<file path="config.mk">
export PLATFORM = sky130hd
export DESIGN_NAME = load_cell_balance_point
export DESIGN_NICKNAME = d
export VERILOG_FILES = /design/src/hw/rtl/lcbp_pkg.sv /design/src/hw/rtl/load_cell_balance_point.sv
export SDC_FILE = /design/constraint.sdc
export NUM_CORES = 2
export LEC_CHECK = 0
export BUFFER_PORTS_ARGS = -buffer_cell sky130_fd_sc_hd__buf_2
export CAP_MARGIN = 0
export CORE_UTILIZATION = 60
export CTS_CLUSTER_DIAMETER = 100
export DETAILED_ROUTE_END_ITERATION = 7
export PLACE_DENSITY = 0.79
export SYNTH_ARGS = -nofsm -noshare
export SYNTH_HDL_FRONTEND = slang
export SYNTH_SLANG_ARGS = --single-unit
</file>
<file path="constraint.sdc">
create_clock -name aclk -period 34.1 [get_ports aclk]
set_input_delay 10.23 -clock aclk [delete_from_list [all_inputs] [get_ports aclk]]
set_output_delay 10.23 -clock aclk [all_outputs]
set_load 0.01 [all_outputs]
</file>
<file path="src/hw/rtl/lcbp_pkg.sv">
// Shared types, constants and the control-store program for the balance-point block.
// No dependencies. Imported by load_cell_balance_point.
`timescale 1ns / 1ps
`default_nettype none

package lcbp_pkg;

    localparam int LOAD_W   = 24;               // stored reading width
    localparam int ID_W     = 63;
    localparam int ARM_W    = 16;
    localparam int TOTAL_W  = 26;
    localparam int PAIR_W   = LOAD_W + 1;       // l0+l2, l0-l2
    localparam int MUL_B_W  = ARM_W + 1;        // arm as signed operand
    localparam int ACC_W    = PAIR_W + MUL_B_W; // 42
    localparam int NUM_W    = ACC_W + 8;        // numerator scaled by 256
    localparam int QUO_W    = 32;
    localparam int DEN_W    = TOTAL_W;
    localparam int CNT_W    = 5;
    localparam int PC_W     = 4;
    localparam int CFG_IDX_W = 3;
    localparam int IN_W     = 88;
    localparam int OUT_W    = 168;

    localparam logic [ID_W-1:0] RESET_ID_ZERO = 63'd342628709630718180;
    localparam logic [ID_W-1:0] RESET_ID_ONE  = 63'd3226339846031388900;
    localparam logic [ID_W-1:0] RESET_ID_TWO  = 63'd342628709630718170;
    localparam logic [1:0]      RESET_COUNT   = 2'd3;
    localparam logic [1:0]      TWO_CELLS     = 2'd2;

    // configuration register indexes
    localparam logic [CFG_IDX_W-1:0] REG_CELL_COUNT = 3'd0;
    localparam logic [CFG_IDX_W-1:0] REG_ID_ZERO    = 3'd1;
    localparam logic [CFG_IDX_W-1:0] REG_ID_ONE     = 3'd2;
    localparam logic [CFG_IDX_W-1:0] REG_ID_TWO     = 3'd3;
    localparam logic [CFG_IDX_W-1:0] REG_ARM_FRONT  = 3'd4;
    localparam logic [CFG_IDX_W-1:0] REG_ARM_REAR   = 3'd5;
    localparam logic [CFG_IDX_W-1:0] REG_ARM_SIDE   = 3'd6;

    typedef enum logic [3:0] {
        OP_IDLE,
        OP_SUMS,
        OP_MUL_FRONT,
        OP_MUL_REAR,
        OP_MUL_SIDE,
        OP_DIV_LOAD_BAL,
        OP_DIV_LOAD_SIDE,
        OP_DIV_STEP,
        OP_STORE_BAL,
        OP_STORE_SIDE,
        OP_EMIT,
        OP_NONE
    } op_t;

    typedef enum logic [2:0] {
        JC_NEXT,
        JC_ALWAYS,
        JC_NO_ACCEPT,
        JC_TOTAL_ZERO,
        JC_TWO_MODE,
        JC_FRONT_ZERO,
        JC_DIV_MORE,
        JC_OUT_BUSY
    } jc_t;

    typedef struct packed {
        op_t             op;
        jc_t             jc;
        logic [PC_W-1:0] target;
    } ucode_t;

    localparam logic [PC_W-1:0] ST_IDLE       = 4'd0;
    localparam logic [PC_W-1:0] ST_SUMS       = 4'd1;
    localparam logic [PC_W-1:0] ST_MUL_FRONT  = 4'd2;
    localparam logic [PC_W-1:0] ST_MUL_REAR   = 4'd3;
    localparam logic [PC_W-1:0] ST_LOAD_BAL   = 4'd4;
    localparam logic [PC_W-1:0] ST_DIV_BAL    = 4'd5;
    localparam logic [PC_W-1:0] ST_STORE_BAL  = 4'd6;
    localparam logic [PC_W-1:0] ST_MUL_SIDE   = 4'd7;
    localparam logic [PC_W-1:0] ST_LOAD_SIDE  = 4'd8;
    localparam logic [PC_W-1:0] ST_DIV_SIDE   = 4'd9;
    localparam logic [PC_W-1:0] ST_STORE_SIDE = 4'd10;
    localparam logic [PC_W-1:0] ST_EMIT       = 4'd11;
    localparam logic [PC_W-1:0] ST_RETURN     = 4'd12;

    // control store: a taken jump goes to target, otherwise to the next step
    function automatic ucode_t lcbp_ucode(input logic [PC_W-1:0] pc);
        ucode_t w;
        case (pc)
            ST_IDLE:       w = '{OP_IDLE,          JC_NO_ACCEPT,  ST_IDLE};
            ST_SUMS:       w = '{OP_SUMS,          JC_NEXT,       ST_IDLE};
            ST_MUL_FRONT:  w = '{OP_MUL_FRONT,     JC_NEXT,       ST_IDLE};
            ST_MUL_REAR:   w = '{OP_MUL_REAR,      JC_TOTAL_ZERO, ST_MUL_SIDE};
            ST_LOAD_BAL:   w = '{OP_DIV_LOAD_BAL,  JC_NEXT,       ST_IDLE};
            ST_DIV_BAL:    w = '{OP_DIV_STEP,      JC_DIV_MORE,   ST_DIV_BAL};
            ST_STORE_BAL:  w = '{OP_STORE_BAL,     JC_NEXT,       ST_IDLE};
            ST_MUL_SIDE:   w = '{OP_MUL_SIDE,      JC_TWO_MODE,   ST_EMIT};
            ST_LOAD_SIDE:  w = '{OP_DIV_LOAD_SIDE, JC_FRONT_ZERO, ST_EMIT};
            ST_DIV_SIDE:   w = '{OP_DIV_STEP,      JC_DIV_MORE,   ST_DIV_SIDE};
            ST_STORE_SIDE: w = '{OP_STORE_SIDE,    JC_NEXT,       ST_IDLE};
            ST_EMIT:       w = '{OP_EMIT,          JC_OUT_BUSY,   ST_EMIT};
            ST_RETURN:     w = '{OP_NONE,          JC_ALWAYS,     ST_IDLE};
            default:       w = '{OP_NONE,          JC_ALWAYS,     ST_IDLE};
        endcase
        return w;
    endfunction

endpackage

`default_nettype wire

</file>
<file path="src/hw/rtl/load_cell_balance_point.sv">
// Load-cell balance point: stores cell readings by identifier and computes total
// weight, longitudinal balance point and lateral side difference. Uses lcbp_pkg.
//
// Channels: s_ carries one reading per beat (identifier and signed reading); m_
// returns one result beat per input beat. Configuration is a plain write port
// (cfg_wr_en, cfg_index, cfg_data) and must only be written while idle.
// Control is a microprogram in a small ROM: a step counter walks control words
// that drive one 25x17 multiplier-accumulator and one restoring divider that
// retires one quotient bit per cycle.
// In three-cell mode a beat passes through two 32-step divisions, in two-cell mode
// through one; a division is skipped when its divisor is zero. After the emit step
// the sequencer passes through a return step to the idle step, where the next beat
// is accepted.
// Reset (aresetn low, synchronous) restores register defaults, clears the stored
// loads and drops m_tvalid.
// When the receiver stalls, the result waits in the output register; the block
// still accepts and processes the next beat, then holds at the emit step until
// the output register is free. s_tready is high only at the idle step.
`timescale 1ns / 1ps
`default_nettype none

module load_cell_balance_point
    import lcbp_pkg::*;
(
    input  wire logic                 aclk,
    input  wire logic                 aresetn,
    input  wire logic                 s_tvalid,
    output logic                      s_tready,
    // [62:0] unit_id, [86:63] reading, [87] zero
    input  wire logic [IN_W-1:0]      s_tdata,
    output logic                      m_tvalid,
    input  wire logic                 m_tready,
    // [25:0] total_weight, [57:26] balance_point, [58] balance_valid,
    // [90:59] side_difference, [91] side_valid, [92] matched,
    // [116:93] load_zero, [140:117] load_one, [164:141] load_two, [167:165] zero
    output logic [OUT_W-1:0]          m_tdata,
    input  wire logic                 cfg_wr_en,
    input  wire logic [CFG_IDX_W-1:0] cfg_index,
    input  wire logic [ID_W-1:0]      cfg_data
);

    // configuration
    logic [1:0]       count_reg;
    logic [ID_W-1:0]  id0_reg, id1_reg, id2_reg;
    logic [ARM_W-1:0] arm_front_reg, arm_rear_reg, arm_side_reg;

    // sequencer and datapath
    logic [PC_W-1:0]           pc_reg, pc_next;
    ucode_t                    uc;
    logic                      jump;
    logic signed [LOAD_W-1:0]  load0_reg, load1_reg, load2_reg;
    logic                      match_reg;
    logic signed [TOTAL_W-1:0] total_reg;
    logic signed [PAIR_W-1:0]  sum02_reg, diff_reg;
    logic                      bv_reg, sv_reg;
    logic signed [QUO_W-1:0]   bp_reg, sd_reg;
    logic signed [ACC_W-1:0]   acc_reg;
    logic signed [PAIR_W-1:0]  mul_a;
    logic signed [MUL_B_W-1:0] mul_b;
    logic signed [ACC_W-1:0]   product;

    // divider
    logic [DEN_W-1:0]   rem_reg, den_reg;
    logic [QUO_W-1:0]   dlow_reg, quo_reg;
    logic               neg_reg, ovf_reg;
    logic [CNT_W-1:0]   cnt_reg;
    logic signed [NUM_W-1:0]  dividend;
    logic [NUM_W-1:0]         num_mag;
    logic signed [DEN_W-1:0]  den_src;
    logic [DEN_W-1:0]         den_mag;
    logic [DEN_W+1:0]         trial;
    logic [QUO_W-1:0]         sat_q;

    // output register
    logic               out_valid_reg;
    logic [OUT_W-1:0]   out_data_reg;
    logic               out_free;

    logic                     two_mode;
    logic                     accept;
    logic [ID_W-1:0]          in_id;
    logic signed [LOAD_W-1:0] in_rd;
    logic signed [TOTAL_W-1:0] total_calc;
    logic signed [PAIR_W-1:0]  sum02_calc;

    assign uc       = lcbp_ucode(pc_reg);
    assign two_mode = (count_reg == TWO_CELLS);
    assign s_tready = (uc.op == OP_IDLE);
    assign accept   = s_tvalid && s_tready;
    assign in_id    = s_tdata[ID_W-1:0];
    assign in_rd    = s_tdata[ID_W+LOAD_W-1:ID_W];
    assign out_free = !out_valid_reg || m_tready;
    assign m_tvalid = out_valid_reg;
    assign m_tdata  = out_data_reg;

    assign sum02_calc = PAIR_W'(load0_reg) + PAIR_W'(load2_reg);
    assign total_calc = two_mode ? (TOTAL_W'(load0_reg) + TOTAL_W'(load1_reg))
                                 : (TOTAL_W'(sum02_calc) + TOTAL_W'(load1_reg));

    always_comb begin
        case (uc.jc)
            JC_NEXT:       jump = 1'b0;
            JC_ALWAYS:     jump = 1'b1;
            JC_NO_ACCEPT:  jump = !accept;
            JC_TOTAL_ZERO: jump = !bv_reg;
            JC_TWO_MODE:   jump = two_mode;
            JC_FRONT_ZERO: jump = (sum02_reg == '0);
            JC_DIV_MORE:   jump = (cnt_reg != '0);
            JC_OUT_BUSY:   jump = !out_free;
            default:       jump = 1'b0;
        endcase
        pc_next = jump ? uc.target : pc_reg + PC_W'(1);
    end

    // shared multiplier operands
    always_comb begin
        case (uc.op)
            OP_MUL_FRONT: begin
                mul_a = two_mode ? PAIR_W'(load0_reg) : sum02_reg;
                mul_b = $signed({1'b0, arm_front_reg});
            end
            OP_MUL_REAR: begin
                mul_a = PAIR_W'(load1_reg);
                mul_b = $signed({1'b0, arm_rear_reg});
            end
            default: begin
                mul_a = diff_reg;
                mul_b = $signed({1'b0, arm_side_reg});
            end
        endcase
        product = ACC_W'(mul_a) * ACC_W'(mul_b);
    end

    // divider operand conditioning and one restoring step
    always_comb begin
        dividend = {acc_reg, 8'd0};
        num_mag  = dividend[NUM_W-1] ? NUM_W'(-dividend) : NUM_W'(dividend);
        den_src  = (uc.op == OP_DIV_LOAD_SIDE) ? DEN_W'(sum02_reg) : total_reg;
        den_mag  = den_src[DEN_W-1] ? DEN_W'(-den_src) : DEN_W'(den_src);
        trial    = {1'b0, rem_reg, dlow_reg[QUO_W-1]} - {2'b00, den_reg};
        if (ovf_reg) begin
            sat_q = neg_reg ? 32'h8000_0000 : 32'h7FFF_FFFF;
        end else if (neg_reg) begin
            sat_q = (quo_reg > 32'h8000_0000) ? 32'h8000_0000 : (-quo_reg);
        end else begin
            sat_q = quo_reg[QUO_W-1] ? 32'h7FFF_FFFF : quo_reg;
        end
    end

    always_ff @(posedge aclk) begin
        if (!aresetn) begin
            pc_reg        <= ST_IDLE;
            count_reg     <= RESET_COUNT;
            id0_reg       <= RESET_ID_ZERO;
            id1_reg       <= RESET_ID_ONE;
            id2_reg       <= RESET_ID_TWO;
            arm_front_reg <= '0;
            arm_rear_reg  <= '0;
            arm_side_reg  <= '0;
            load0_reg     <= '0;
            load1_reg     <= '0;
            load2_reg     <= '0;
            out_valid_reg <= 1'b0;
            cnt_reg       <= '0;
        end else begin
            pc_reg <= pc_next;

            if (cfg_wr_en) begin
                case (cfg_index)
                    REG_CELL_COUNT: count_reg     <= cfg_data[1:0];
                    REG_ID_ZERO:    id0_reg       <= cfg_data;
                    REG_ID_ONE:     id1_reg       <= cfg_data;
                    REG_ID_TWO:     id2_reg       <= cfg_data;
                    REG_ARM_FRONT:  arm_front_reg <= cfg_data[ARM_W-1:0];
                    REG_ARM_REAR:   arm_rear_reg  <= cfg_data[ARM_W-1:0];
                    REG_ARM_SIDE:   arm_side_reg  <= cfg_data[ARM_W-1:0];
                    default: ;
                endcase
            end

            if (accept) begin
                if (in_id == id0_reg) load0_reg <= in_rd;
                if (in_id == id1_reg) load1_reg <= in_rd;
                if (in_id == id2_reg) load2_reg <= in_rd;
                match_reg <= (in_id == id0_reg) || (in_id == id1_reg) ||
                             (in_id == id2_reg);
            end

            case (uc.op)
                OP_SUMS: begin
                    total_reg <= total_calc;
                    sum02_reg <= sum02_calc;
                    diff_reg  <= PAIR_W'(load0_reg) - PAIR_W'(load2_reg);
                    bv_reg    <= (total_calc != '0);
                    sv_reg    <= two_mode || (sum02_calc != '0);
                    bp_reg    <= '0;
                    sd_reg    <= '0;
                end
                OP_MUL_FRONT, OP_MUL_SIDE: acc_reg <= product;
                OP_MUL_REAR:               acc_reg <= acc_reg + product;
                OP_DIV_LOAD_BAL, OP_DIV_LOAD_SIDE: begin
                    den_reg  <= den_mag;
                    neg_reg  <= dividend[NUM_W-1] ^ den_src[DEN_W-1];
                    // quotient of 2^32 or more saturates either way
                    ovf_reg  <= DEN_W'(num_mag[NUM_W-1:QUO_W]) >= den_mag;
                    rem_reg  <= DEN_W'(num_mag[NUM_W-1:QUO_W]);
                    dlow_reg <= num_mag[QUO_W-1:0];
                    cnt_reg  <= CNT_W'(QUO_W - 1);
                end
                OP_DIV_STEP: begin
                    if (!trial[DEN_W+1]) begin
                        rem_reg <= trial[DEN_W-1:0];
                    end else begin
                        rem_reg <= {rem_reg[DEN_W-2:0], dlow_reg[QUO_W-1]};
                    end
                    quo_reg  <= {quo_reg[QUO_W-2:0], !trial[DEN_W+1]};
                    dlow_reg <= {dlow_reg[QUO_W-2:0], 1'b0};
                    cnt_reg  <= cnt_reg - CNT_W'(1);
                end
                OP_STORE_BAL:  bp_reg <= sat_q;
                OP_STORE_SIDE: sd_reg <= sat_q;
                default: ;
            endcase

            if (uc.op == OP_EMIT && out_free) begin
                out_valid_reg <= 1'b1;
                out_data_reg  <= {3'd0, load2_reg, load1_reg, load0_reg, match_reg,
                                  sv_reg, sd_reg, bv_reg, bp_reg, total_reg};
            end else if (m_tready) begin
                out_valid_reg <= 1'b0;
            end
        end
    end

    // each divide step retires exactly one count
    a_div_count: assert property (@(posedge aclk) disable iff (!aresetn)
        (uc.op == OP_DIV_STEP && cnt_reg != '0) |=> (cnt_reg == $past(cnt_reg) - CNT_W'(1)))
        else $error("divider step count did not advance");

    // an accepted beat always starts the sum step next
    a_accept_start: assert property (@(posedge aclk) disable iff (!aresetn)
        accept |=> (pc_reg == ST_SUMS))
        else $error("sequencer did not start after accept");

    // a zero total leaves the balance point at zero
    a_bp_zero: assert property (@(posedge aclk) disable iff (!aresetn)
        (out_valid_reg && !out_data_reg[58]) |-> (out_data_reg[57:26] == '0))
        else $error("balance point nonzero with invalid flag");

    // no result is overwritten while it waits
    a_no_overwrite: assert property (@(posedge aclk) disable iff (!aresetn)
        (out_valid_reg && !m_tready) |=> $stable(out_data_reg))
        else $error("pending result overwritten");

endmodule

`default_nettype wire
</file>
Yosys cells after proc, flatten, opt, wreduce, memory -nomap -nowiden --
Memories as Yosys holds them, arrays and structs flattened. A register that Yosys moved wholly into a read port is not among the register bits. Cells that the tools add are included.
Operators by class: bitwise logic cells 1, reduce and logical (&&, ||, !) cells 44, multiplexer cells 24, eq/ne operators 27, $add $sub $neg 11, div/mod/pow operators 0, shift-type cells 0, $lt $le $gt $ge 2, $mul 1
Operators by type and width (count):
- 32-bit one-hot mux with 2 select lines | 3
- 63-bit == test | 3
- 32-bit 2-to-1 mux | 4
- 26-bit 2-to-1 mux | 4
- 42-bit one-hot mux with 2 select lines | 1
- 26-bit one-hot mux with 2 select lines | 1
- 24-bit by 24-bit adder with 25-bit output | 2
- 50-bit 2-to-1 mux | 1
- 50-bit negation | 1
- 25-bit one-hot mux with 2 select lines | 1
- 42-bit adder | 1
- 25-bit by 17-bit multiplier with 42-bit output | 1
- 2-bit AND reduction | 19
- 32-bit > comparator (second input constant) | 1
- 32-bit negation | 1
- 16-bit one-hot mux with 2 select lines | 1
- 31-bit 2-to-1 mux | 1
- 27-bit by 26-bit subtractor with 28-bit output | 1
- 25-bit by 24-bit adder with 26-bit output | 1
- 18-bit by 26-bit >= comparator with 1-bit output | 1
- 26-bit negation | 1
- 26-bit nonzero test | 1
- 25-bit zero test | 1
- 25-bit 2-to-1 mux | 1
- other kinds (25) | 57
Storage, ports and cells: bits in writable memories 0, bits of input ports 159, output and inout bits 170, latch bits 0, ROM bits 176, word-level logic and storage cells 140, register bits after elaboration 789, memories 1
Memories:
- (name not given) | depth 16, bits a word 11, rd ports 1, clocked after Yosys merged registers in 1, wr ports 0, RTL line lcbp_pkg.sv:88 | case (pc)

Longest topological paths before layout --
depth after elaboration 6, gate-level depth with buffers 44, mapped depth without buffers 40

Least setup slack after synthesis --
Ideal clock, no wire load.
kind input-to-reg, start point input aresetn, end point register out_data_reg[0], in the netlist m_tdata[0] (enable), arrival time 26077 ps, path buffers 1, cell stages on the path 3, required time 33007 ps, library setup time 1093 ps, setup slack 6929 ps, cell sequence inv_1 clkbuf_1 nor4_1
Between the ends: word-level cells in the longest chain between the ends 1
Ends and longest elaborated chain:
- start: declaration | RTL line load_cell_balance_point.sv:26 | input wire logic aresetn,
- 2-bit AND reduction (no source line)
- end signal: assignment | RTL line load_cell_balance_point.sv:227 | out_data_reg <= {3'd0, load2_reg, load1_reg, load0_reg, match_reg,
- end: declaration | RTL line load_cell_balance_point.sv:76 | logic [OUT_W-1:0] out_data_reg;
Every way passes these cells. A chain may end at the register's enable or synchronous reset.

Worst setup path after layout --
start point input s_tdata[32], end point register load0_reg[21]
Between the ends: word-level cells in the longest chain between the ends 2
Ends and longest elaborated chain:
- start: declaration | RTL line load_cell_balance_point.sv:30 | input wire logic [IN_W-1:0] s_tdata,
- 63-bit == test | RTL line load_cell_balance_point.sv:182 | if (in_id == id0_reg) load0_reg <= in_rd;
- 2-bit AND reduction (no source line)
- end signal: assignment | RTL line load_cell_balance_point.sv:182
- end: declaration | RTL line load_cell_balance_point.sv:51 | logic signed [LOAD_W-1:0] load0_reg, load1_reg, load2_reg;
Every way passes these cells.

==> flow_metrics.py <==
metrics = {
    "yosys": {
        "synth_compound_area_share_pct": 11.5,
        "synth_top_family_by_area": "adder cells",
        "syn-cell-area_sq_mm": 0.0561,
        "synth_most_common_cell": "nand2_1",
        "synth_edf_count": 459,
        "synthSimpleGateAreaFrac_pct": 16.1,
        "ys_ff_latch": 791,
        "synthArstFlopShare_pct": 0,
        "synth_top_cells_by_count": "nand2_1 (902), inv_1 (633), nor2_1 (528), edfxtp_1 (459), fa_1 (397)",
        "synth_mux_area_share_pct": 2.73,
        "yosys_warnings": 0,
        "synth_top_area_share_pct": 24.6,
        "synth.avg_cell_area_sq_um": 9.31,
        "yosysSeqAreaShare_pct": 36.4,
        "syn_inst": 6027,
        "synth_top_area_cell": "edfxtp_1",
        "synth_ff_type": "edfxtp_1",
        "yosys.area_share.adder_pct": 20.9,
        "synth_xor_area_share_pct": 6.42,
        "synthTopCellsByArea": "edfxtp_1 (25%), fa_1 (14%), dfxtp_1 (12%), ha_1 (6.7%), nand2_1 (6.0%)",
        "ys_types": 85,
    },
    "sta": {
        "fin_crit_sh_pct": 37.3,
        "tightest_slew_ns": 1.29,
        "timing.slew.headroom_pct": 14.0,
        "maxSlewViolCount": 0,
        "finalSetupViolCount": 0,
        "final-hold-violation-count": 0,
        "fin_crit_ns": 12.71,
        "fin_skew_ns": 0.0572,
        "clock.fmax_mhz": 78.7,
        "rsz0062_at_grt": "no",
        "tns_ns": 0,
    },
    "detailed_routing": {
        "drtPass1Iterations": 6,
        "routedWlPerCell_microns": 20.0,
        "ant_nets": 0,
        "drt-vias-per-instance": 5.91,
        "drtIter0Drc": 3831,
        "drc": 0,
        "finalWirelength_microns": 152000,
        "dr_total_vias": 44700,
    },
    "power_and_ir_drop": {
        "p_leak_nw": 26.4,
        "pwr-share-comb_pct": 67.6,
        "p_sw_share_pct": 47.1,
        "power_frac_seq_pct": 18.0,
        "internal_power_mw": 3.53,
        "switchingPower_mw": 3.14,
        "power_density_mw_per_mm2": 108,
        "ir_drop_uv": 153,
        "p_clk_share_pct": 14.4,
    },
    "global_routing": {
        "grt_pass1_wl_microns": 236000,
        "grt_pass1_vias": 43300,
        "overflow": 0,
        "antenna_found_initial": 21,
        "grt_max_degree": 103,
        "grt_use_total_pct": 31.9,
    },
    "clocking": {
        "clockBufferDepth": 3,
        "cts_sinks": 791,
        "insertion_delay_ns": 0.68,
        "cts_tree": "done",
        "cts_repair_resize_count": 0,
        "postCtsSetupRepairBufs": 0,
        "clkTransAtPathRegs_ns": 0.06,
        "cts_root_buffer": "clkbuf_16",
        "numCtsBuffers": 84,
        "cts_hold_buf": 0,
        "htree_levels": 3,
    },
    "floorplanning": {
        "core_sq_mm": 0.0921,
        "ios": 329,
        "num_rows": 111,
        "initial_core_util_pct": 60.9,
        "die_w_microns": 308,
        "die_h_microns": 308,
        "die_area_sq_mm": 0.0947,
    },
    "place": {
        "globalplace.congestion": 0.993,
        "dp_hpwl_microns": 115000,
        "dpl_cell_area_sq_mm": 0.0590,
        "portBuffers": 324,
    },
    "run_status": {
        "status": "complete, no violations",
    },
    "critical_path": {
        "endpoint_kind": "register",
        "path_class": "in2reg",
        "cp_data_required_time_ns": 34.63,
        "arrival_ns": 13.24,
        "r2r_cells": 36,
        "crit_path_start_kind": "input pin",
        "cp_max_fo": 24,
    },
    "flow_run": {
        "maxCapViolCount": 0,
    },
    "hold_path": {
        "hold_depth": 0,
        "hold_path_class": "reg2reg",
    },
    "layout": {
        "area_growth_pct": 10.4,
        "largest_register_ffs": 165,
        "drive_gt1_share_pct": 9.77,
        "final_nets": 7099,
        "design_area_sq_mm": 0.0619,
        "utilization_pct": 67.3,
    },
}
==> final timing paths <==
path | startpoint | end | slack [ns]
worst max-delay path | s_tdata[32] | load0_reg[21] | 21.39
worst min-delay path | bp_reg[31] | m_tdata[57] | 0.40
worst max register to register | uc[7] | acc_reg[41] | 22.76
worst min register to register | bp_reg[31] | m_tdata[57] | 0.40
==> critical path, stage by stage <==
cell,delay (ns)
buf_2,0.13
xnor2_1,0.49
nand4_1,0.33
nor4_1,0.43
nand4_1,0.33
nor2_4,0.90
mux2i_1,0.28
nor2_1,0.05
==> routing by layer <==
layer	global-route usage, %	wire length, microns	vias to the layer above
met2	49.7	68200	2002
met5	0	22	-
li1	-	-	20800
met3	6.76	14900	351
met1	43.6	62900	21600
met4	12.5	5830	4
==> per-stage QoR <==
step | setup slack, ns | hold slack (ns) | cells | power [mW]
floorplan | 6.93 | 0.400 | 6029 | 4.68
global placement | 20.86 | 0.402 | 7400 | 5.53
detailed placement | 20.81 | 0.405 | 7400 | 5.66
CTS | 21.50 | 0.409 | 7557 | 6.64
global route | 21.30 | 0.418 | 7572 | 7.27
finish | 21.39 | 0.402 | 7575 | 6.67
==> placed cells by master (no fill, tap or decap), types with 86 or more instances in the layout <==
cell	synthesis	final
nor3_1	105	94
mux2i_1	144	143
dfxtp_1	332	332
inv_1	633	632
nand2_1	902	900
clkbuf_16	0	86
xnor2_1	338	338
a21oi_1	382	381
a21o_1	107	107
edfxtp_1	459	459
o21ai_0	179	179
nand3_1	152	151
buf_2	4	323
nor2_1	528	521
fa_1	397	397
ha_1	300	300
==> area by class of cell <==
| cell class | instances | area (sq um) |
|---|---|---|
| Antenna cell | 18 | 45.0 |
| Clock buffer | 104 | 2300 |
| Clock inverter | 53 | 628 |
| Fill cell | 7244 | 30100 |
| Inverter | 635 | 2390 |
| Multi-Input combinational cell | 4346 | 32500 |
| Sequential cell | 791 | 20400 |
| Tap cell | 1243 | 1560 |
| Timing Repair Buffer | 385 | 2080 |
==> power groups by stage <==
stage               registers, mW  clock network [mW]  logic [mW]
finish                       1.20               0.959        4.51
global route                 1.20                1.00        5.06
CTS                          1.20               0.970        4.47
floorplan                    1.20                   0        3.48
detailed placement           1.22                   0        4.44
global placement             1.22                   0        4.32
==> logic make-up (layout without fill, tap and decap cells) <==
family | Yosys count | after routing
compound gates | 1039 | 1039
xor+xnor | 411 | 411
fa+ha+maj | 697 | 697
buf+inv | 892 | 1177
flops | 791 | 791
mux | 152 | 152
other cells | 1 | 21
simple gates | 2044 | 2044
No activity file was read; power rests on OpenSTA's default activity.
